### src/mhpq_pkg.sv
// mhpq_pkg: shared types and codes of the max-heap priority queue
// no dependencies; used by every module of the project
`default_nettype none

package mhpq_pkg;

	// request opcodes
	localparam logic OP_INSERT  = 1'b0;
	localparam logic OP_EXTRACT = 1'b1;

	// result status codes
	localparam logic [1:0] ST_OK    = 2'd0;
	localparam logic [1:0] ST_EMPTY = 2'd1;
	localparam logic [1:0] ST_FULL  = 2'd2;

	// command broadcast to every cell of the row
	typedef struct packed {
		logic ins;
		logic ext;
	} mhpq_cmd_t;

endpackage

`default_nettype wire

### src/mhpq_cell.sv
// mhpq_cell: one slot of the sorted key row, largest key at the left end
// depends on mhpq_pkg for the command struct
`default_nettype none

module mhpq_cell #(
	parameter int KEY_WIDTH = 16
) (
	input  wire                   clk,
	input  mhpq_pkg::mhpq_cmd_t   cmd,
	input  wire  [KEY_WIDTH-1:0]  key,
	input  wire                   occ,
	input  wire  [KEY_WIDTH-1:0]  left_val,
	input  wire                   left_ge,
	input  wire  [KEY_WIDTH-1:0]  right_val,
	output logic [KEY_WIDTH-1:0]  val,
	output logic                  ge
);

	logic [KEY_WIDTH-1:0] val_q;

	// this slot holds a key not below the incoming one
	assign ge  = occ && (val_q >= key);
	assign val = val_q;

	always_ff @(posedge clk) begin
		if (cmd.ins) begin
			if (ge) begin
				val_q <= val_q;
			end else if (left_ge) begin
				val_q <= key;
			end else begin
				val_q <= left_val;
			end
		end else if (cmd.ext) begin
			val_q <= right_val;
		end
	end

endmodule

`default_nettype wire

### config.mk
export PLATFORM = sky130hd
export DESIGN_NAME = mhpq_cell
export DESIGN_NICKNAME = d
export VERILOG_FILES = /design/src/mhpq_pkg.sv /design/src/mhpq_cell.sv
export SDC_FILE = /design/constraint.sdc
export NUM_CORES = 1
export LEC_CHECK = 0
export BUFFER_PORTS_ARGS = -buffer_cell sky130_fd_sc_hd__buf_2
export CORE_MARGIN = 2
export CORE_UTILIZATION = 27
export DETAILED_ROUTE_END_ITERATION = 10
export PLACE_DENSITY = 0.61
export REMOVE_ABC_BUFFERS = 1
export SLEW_MARGIN = 20
export SYNTH_ARGS = -nofsm -noshare
export SYNTH_HDL_FRONTEND = slang
export SYNTH_SLANG_ARGS = --single-unit
### constraint.sdc
create_clock -name clk -period 3.01 [get_ports clk]
set_input_delay 0.4515 -clock clk [delete_from_list [all_inputs] [get_ports clk]]
set_output_delay 0.4515 -clock clk [all_outputs]
set_load 0.05 [all_outputs]
==> impl_metrics.ini, run 1 <==
[routing]
drc = 0
firstDrtPassIters = 2
wl_met1_um = 1280
wl_met2_um = 1420
routed_wl_um = 2900
wl_per_cell_um = 11.6
drt_iter0_drc = 19
routed-via-count = 1123
dr_wl_met3_um = 184
viasPerCell = 4.51
top_layer = met4
ant_nets = 0

[pwr]
power_density_nw_per_um2 = 430
power_uw = 725
p_leak_nw = 0.858
ir_drop_mv = 0.137

[setup_path]
crit_chain = inv_1 -> ha_1 -> nand2b_4 -> a2111oi_4 -> nand3b_1 -> nand4_1 -> and2_1 -> buf_2
start_kind = register
path_max_fanout = 2
end_kind = output pin
crit_path_max_incr_delay_ns = 0.38
worstPathArrival_ns = 2.06
cpLargestDelayFamily = simple AND/OR/NAND/NOR gates
crit_type = register to output pin
cp.required_ns = 2.56
cpMaxStageDelayCell = edfxtp_1
cp_num_buf_inv = 2

[finish]
fillers = 466
drive_above_1_share_pct = 38.6
largest_reg_flops = 16
finalNetCount = 267
area_growth_pct = 35.5
register_area_um2 = 480
antenna_cells = 0
multiInputGateArea_um2 = 678

[die]
start_util_pct = 28.4
die_h_um = 71.9
dieWidth_um = 71.9
coreArea_um2 = 4380
dieArea_um2 = 5170
ioPinCount = 70
row_count = 24

[timing]
fin_crit_ns = 2.52
setup_violations = 0
fmax_mhz = 397
final_hold_viol_count = 0
fin_setup_tns_ns = 0
rsz0062_at_grt = no
drv_slew = 0
worst_pin_slew_ns = 0.587
fin_skew_ns = 0.00485
max_slew_margin_pct = 60.9
final.period_utilization_pct = 83.6

[global_route]
antenna_found_initial = 0
grt_max_degree = 35
grt_util_all_layers_pct = 11.9
grt_pass1_vias = 1128
grt_pass1_wl_um = 4780
overflow = 0

[logic_synthesis]
avgSynthCellArea_um2 = 9.64
ys_seq_area_share_pct = 38.6
synth.area.mux_share_pct = 12.9
synth_area_um2 = 1240
synthXorXnorAreaFrac_pct = 0
synth_top_family_by_area = adder cells
yosysUniqueCellTypes = 20
postSynthCellCount = 129
synth_compound_area_share_pct = 12.7
synth_fa_ha_area_share_pct = 16.1
yosys.area_share.simple_pct = 12.4
yosys_warnings = 0
synth_seq_cells = 16

[cts]
post_cts_resize_count = 0
cts.hold.buffers_added = 0
postCtsSetupBuffers = 0
cts_max_level = 1
cts_max_path_buffers = 2
clock_latency_ns = 0.25
cts_made_buffers = 3
clk_pin_slew_worst_paths_ns = 0.07
clkSinkCount = 16
root_buffer = clkbuf_8
cts_tree = yes

[flow_run]
maxCapViolations = 0

[placed_design]
hpwl_um = 2340
port_buffers = 69
gp_routability_congestion = 0.702

[hold_path]
hold_path_class = input pin to register

[outcome]
status = complete, no violations
==> through the flow <==
step	worst slack (ns)	util, %	instance area, µm²	hold WS [ns]	cells
floorplan	0.0303	-	1220	0.659	123
detailed placement	0.568	37.4	1640	0.776	245
global route	0.337	38.4	1690	0.526	249
CTS	0.463	38.4	1690	0.514	249
finish	0.494	38.4	1690	0.520	249
global placement	0.557	37.4	1640	0.773	245
==> kinds of logic after synthesis <==
group                      after synthesis
AOI/OAI and AO/OA                       26
and+or+nand+nor                         32
muxes                                   16
DFF                                     16
adders and majority gates               16
buffers and inverters                   23
==> synth_stat cells <==
| master | number | area, µm² |
|---|---|---|
| a2111oi_4 | 1 | 27.5 |
| a21oi_1 | 21 | 105 |
| a311oi_1 | 1 | 8.76 |
| a31oi_1 | 1 | 6.26 |
| and2_1 | 1 | 6.26 |
| buf_2 | 1 | 5.00 |
| buf_4 | 1 | 7.51 |
| clkbuf_1 | 4 | 15.0 |
| edfxtp_1 | 16 | 480 |
| ha_1 | 16 | 200 |
| inv_1 | 17 | 63.8 |
| mux2i_1 | 16 | 160 |
| nand2_1 | 1 | 3.75 |
| nand2b_4 | 1 | 13.8 |
| nand3_1 | 2 | 10.0 |
| nand3b_1 | 1 | 7.51 |
| nand4_1 | 5 | 31.3 |
| nor2_1 | 20 | 75.1 |
| nor2b_1 | 1 | 6.26 |
| o21ai_0 | 2 | 10.0 |
==> metal layers <==
metal  vias up  GRT usage (%)
li1        595              -
met1       491           14.2
met2        35           21.6
met3         2           2.25
met4         0           3.14
met5         -              0
==> tightest hold or removal path: cells and delay by family <==
family / cells / cell delay (ns)
AOI/OAI and AO/OA: 1 / 0.09
buffers and inverters: 1 / 0.07
and+or+nand+nor: 1 / 0.03
==> final cells by class <==
class                      count  share of cell area (%)
clock buffer                   3                    2.45
clock inverter                 1                   0.223
inverter                      17                    3.79
multi-input combinational     90                    40.2
sequential                    16                    28.5
tap                           52                    3.86
timing repair buffer          70                    20.9
==> path summary, 6_finish.rpt <==
kind | start | endpoint | slack, ns | depth (start not counted)
min reg2reg | val[15] | val[14] | 1.15 | 5
min | right_val[6] | val[6] | 0.52 | 3
max reg2reg | val[0] | val[8] | 0.82 | 8
max | val[0] | ge | 0.49 | 8
==> report_power, final <==
group	total (mW)	switching, mW	internal, mW	leakage, nW
sequential	0.287	0.0112	0.276	0.158
combinational	0.273	0.177	0.0959	0.677
clock	0.165	0.0746	0.0903	0.0231
total	0.725	0.262	0.463	0.858
==> layout by cell type (no fill, tap or decap) <==
master and n:
buf_2 69, a31oi_2 1, clkinv_1 1, o21ai_0 2, a21oi_1 21, nand2b_4 1, and2_1 1, nand2_1 1
nand3b_1 1, a311oi_1 1, a2111oi_4 1, edfxtp_1 16, nand4_1 5, nor2_1 20, clkbuf_8 3, nor2b_1 1
buf_4 1, nand3_1 2, inv_1 17, mux2i_1 16, ha_1 16
Power figures use the tool's default switching activity.
==> run 2, diff against run 1 <==
Clock period 3.01 ns to 2.6 ns, I/O delays scaled along.
==> impl_metrics.ini, run 2 (same netlist as run 1, synthesis figures left out) <==
[die]
start_util_pct = 28.4
coreArea_um2 = 4380
die_h_um = 71.9
ioPinCount = 70
row_count = 24
dieArea_um2 = 5170
dieWidth_um = 71.9

[hold_path]
holdCritStartpoint = right_val[5]
whs_path_depth = 3
min_to = val[5]
hold_path_class = input pin to register

[pwr]
power.switching_uw = 312
ir_drop_mv = 0.171
switching_share_pct = 36.6
p_clk_share_pct = 23.0
combinationalPowerShare_pct = 37.8
sequentialPowerShare_pct = 39.1
power_density_nw_per_um2 = 500
p_int_uw = 541
power_uw = 853
p_leak_nw = 0.868

[timing]
rsz0062_at_grt = no
setup_violations = 0
worst_pin_slew_ns = 0.516
fin_skew_ns = 0.00308
fin_setup_tns_ns = 0
final_hold_viol_count = 0
drv_slew = 0
final.period_utilization_pct = 94.3
fmax_mhz = 408
worst_slack_ns = 0.148
fin_crit_ns = 2.45
max_slew_margin_pct = 65.6

[setup_path]
cp_num_buf_inv = 2
reg2reg_from = val[0]
end_kind = output pin
path_max_fanout = 2
crit_path_max_incr_delay_ns = 0.38
rr_worst_depth = 8
cpMaxStageDelayCell = edfxtp_1
crit_start = val[0]
cpLargestDelayFamily = simple AND/OR/NAND/NOR gates
worstPathArrival_ns = 2.06
start_kind = register
cp.depth = 8
reg2reg_to = val[8]
cp.required_ns = 2.21
crit_chain = inv_1 -> ha_1 -> nand2b_4 -> a2111oi_4 -> nand3b_1 -> nand4_1 -> and2_1 -> buf_2
crit_type = register to output pin
r2r_slack_ns = 0.45

[finish]
fillers = 441
drive_above_1_share_pct = 38.9
most-common-layout-cells = 69 x buf_2, 21 x a21oi_1, 20 x nor2_1
final_cells = 250
finalNetCount = 268
antenna_cells = 0
area_growth_pct = 37.1
final_common_cell = buf_2
largest_reg_flops = 16

[cts]
clkSinkCount = 16
clock_latency_ns = 0.25
cts.hold.buffers_added = 0
postCtsSetupBuffers = 0
root_buffer = clkbuf_8
cts_tree = yes
cts_max_level = 1
cts_max_path_buffers = 2
cts_made_buffers = 3
clk_pin_slew_worst_paths_ns = 0.07
post_cts_resize_count = 0

[flow_run]
maxCapViolations = 0

[routing]
wl_per_cell_um = 12.0
ant_nets = 0
firstDrtPassIters = 3
drc = 0
drt_iter0_drc = 15
routed_wl_um = 3000
routed-via-count = 1141
viasPerCell = 4.56

[outcome]
status = complete, no violations

[global_route]
antenna_found_initial = 0
overflow = 0
grt_util_all_layers_pct = 12.2
grt_max_degree = 27
grt_pass1_wl_um = 4930
grt_pass1_vias = 1131

[placed_design]
gp_routability_congestion = 0.700
port_buffers = 69
place_inst = 246
hpwl_um = 2480
preCtsSetupSlack_ns = 0.262
==> run 2: cell types whose count changed in the layout (fill, tap and decap cells not counted) <==
| cell | change |
|---|---|
| buf_12 | +1 |
==> run 2: layout make-up <==
class	count	area [µm²]	area share [%]
Inverter	17	63.8	3.74
Timing Repair Buffer	71	373	21.9
Tap cell	52	65.1	3.82
Sequential cell	16	480	28.2
Clock buffer	3	41.3	2.42
Multi-Input combinational cell	90	678	39.8
Clock inverter	1	3.75	0.220
==> run 2: how the worst max path moves through the flow <==
stage	end
after global placement	ge
after CTS	ge
after global routing	ge
after floorplan	val[0]
after detailed placement	ge
final	ge
==> run 2: power groups by stage <==
stage	Clock, mW	Combinational (mW)	Sequential, mW
after floorplan	0	0.115	0.434
after global placement	0	0.323	0.338
after detailed placement	0	0.327	0.340
after CTS	0.204	0.328	0.334
after global routing	0.216	0.356	0.337
final	0.196	0.323	0.334
==> run 2: worst register-to-register path, cell delays in order (launching register included) <==
cell	delay, ns
edfxtp_1	0.38
inv_1	0.06
ha_1	0.21
nand2b_4	0.15
a2111oi_4	0.33
nand3b_1	0.14
nand4_1	0.12
a31oi_2	0.26
buf_12	0.19
==> run 2: stage by stage <==
step           hold slack (ns)  instance area [µm²]  utilization [%]
2_1_floorplan            0.597                 1220                -
3_3_place_gp             0.707                 1660             37.9
3_5_place_dp             0.710                 1660             37.9
4_1_cts                  0.443                 1710             38.9
5_1_grt                  0.463                 1710             38.9
6_report                 0.453                 1710             38.9
==> run 2: metal layers <==
metal / routed length (µm) / GRT usage (%) / up-vias
met5: 0 / 0 / -
met4: 14 / 2.52 / 0
met3: 160 / 1.83 / 2
met2: 1480 / 22.1 / 37
met1: 1340 / 15.2 / 505
li1: - / - / 597
==> run 3, diff against run 2 <==
Settings changed: CAP_MARGIN set to 10, CELL_PAD_IN_SITES_DETAIL_PLACEMENT set to 0, CELL_PAD_IN_SITES_GLOBAL_PLACEMENT set to 1, PLACE_DENSITY 0.61 to 0.78.
==> impl_metrics.ini, run 3 (same netlist as run 1, synthesis figures left out) <==
[pwr]
p_leak_nw = 0.869
ir_drop_mv = 0.186
sequentialPowerShare_pct = 39.3
p_int_uw = 541
power.switching_uw = 307
combinationalPowerShare_pct = 38.0
switching_share_pct = 36.2
p_clk_share_pct = 22.7
power_density_nw_per_um2 = 496

[timing]
worst_pin_slew_ns = 0.498
drv_slew = 0
fin_skew_ns = 0.000546
final.period_utilization_pct = 93.2
fin_crit_ns = 2.42
fmax_mhz = 413
whs_ns = 0.458
setup_violations = 0
max_slew_margin_pct = 66.8
rsz0062_at_grt = no
final_hold_viol_count = 0

[finish]
final_area_um2 = 1710
fin_util_pct = 39.0
drive_above_1_share_pct = 39.4
finalNetCount = 268
largest_reg_flops = 16
antenna_cells = 0
final_common_cell = buf_2
area_growth_pct = 37.6
most-common-layout-cells = 69 x buf_2, 21 x a21oi_1, 20 x nor2_1

[cts]
cts.hold.buffers_added = 0
cts_tree = yes
cts_max_level = 1
cts_max_path_buffers = 2
root_buffer = clkbuf_8
clock_latency_ns = 0.25
clkSinkCount = 16
cts_made_buffers = 3
clk_pin_slew_worst_paths_ns = 0.06
postCtsSetupBuffers = 0

[global_route]
grt_pass1_vias = 1083
antenna_found_initial = 0
grt_pass1_wl_um = 4750
grt_util_all_layers_pct = 11.8
grt_max_degree = 26
overflow = 0

[placed_design]
dpl_cell_area_um2 = 1660
port_buffers = 69
hpwl_um = 2340
gp_routability_congestion = 0.788

[routing]
routed-via-count = 1137
drt_iter0_drc = 25
routed_wl_um = 2890
drc = 0
ant_nets = 0
firstDrtPassIters = 4
viasPerCell = 4.55
wl_per_cell_um = 11.6

[die]
die_h_um = 71.9
ioPinCount = 70
dieWidth_um = 71.9
coreArea_um2 = 4380
row_count = 24
start_util_pct = 28.4
dieArea_um2 = 5170

[setup_path]
r2r_slack_ns = 0.46
start_kind = register
end_kind = output pin
crit_type = register to output pin
path_max_fanout = 2
cp.required_ns = 2.21
worstPathArrival_ns = 2.03

[outcome]
status = complete, no violations

[flow_run]
maxCapViolations = 0

[hold_path]
hold_path_class = input pin to register
-- run 3: cell types whose count changed in the layout (fill, tap and decap cells not counted) --
cell | previous run | this run
a311oi_2 | 0 | 1
a311oi_1 | 1 | 0
-- run 3: path summary, 6_finish.rpt --
kind,start,end,cells after the start
worst min register to register,val[15],val[14],5
worst min-delay path,right_val[5],val[5],3
worst max-delay path,val[0],ge,8
worst max register to register,val[0],val[5],8
-- run 3: power by group through the flow --
stage / Clock (mW) / Combinational [mW] / Sequential, mW
floorplan: 0 / 0.115 / 0.434
global placement: 0 / 0.324 / 0.338
detailed placement: 0 / 0.325 / 0.339
CTS: 0.206 / 0.326 / 0.334
global route: 0.216 / 0.354 / 0.338
finish: 0.192 / 0.323 / 0.333
-- run 3: area by class of cell --
cell class | count | area [µm²]
flip-flops and latches | 16 | 480
clock inverters | 1 | 3.75
fillers | 466 | 2670
clock buffers | 3 | 41.3
well taps | 52 | 65.1
inverters | 17 | 63.8
repair buffers | 71 | 373
multi-input cells | 90 | 684
-- run 3: repair_timing --
action | CTS | global route
endpoints found under the hold margin | 0 | 0
endpoints found under the setup margin | 0 | 1
resized for setup | 0 | 1
-- run 3: metrics by stage --
step	total power, mW	setup TNS, ns	cells	setup slack (ns)
after floorplan	0.549	-6.08	123	-0.380
after global placement	0.662	0	246	0.267
after detailed placement	0.664	0	246	0.253
after CTS	0.866	0	250	0.114
after global routing	0.908	0	250	0.0159
final	0.848	0	250	0.177
-- run 3: worst max-delay path: stages, from the launching register on --
cell,delay (ns)
edfxtp_1,0.38
inv_1,0.06
ha_1,0.21
nand2b_4,0.14
a2111oi_4,0.32
nand3b_1,0.14
nand4_1,0.14
and2_1,0.18
buf_2,0.20
-- run 3: routing by layer --
layer	wire, µm	share of wire [%]	GRT usage, %
met5	0	0	0
met4	15	0.52	3.77
met3	246	8.5	2.53
met2	1310	45	19.8
met1	1320	46	15.1
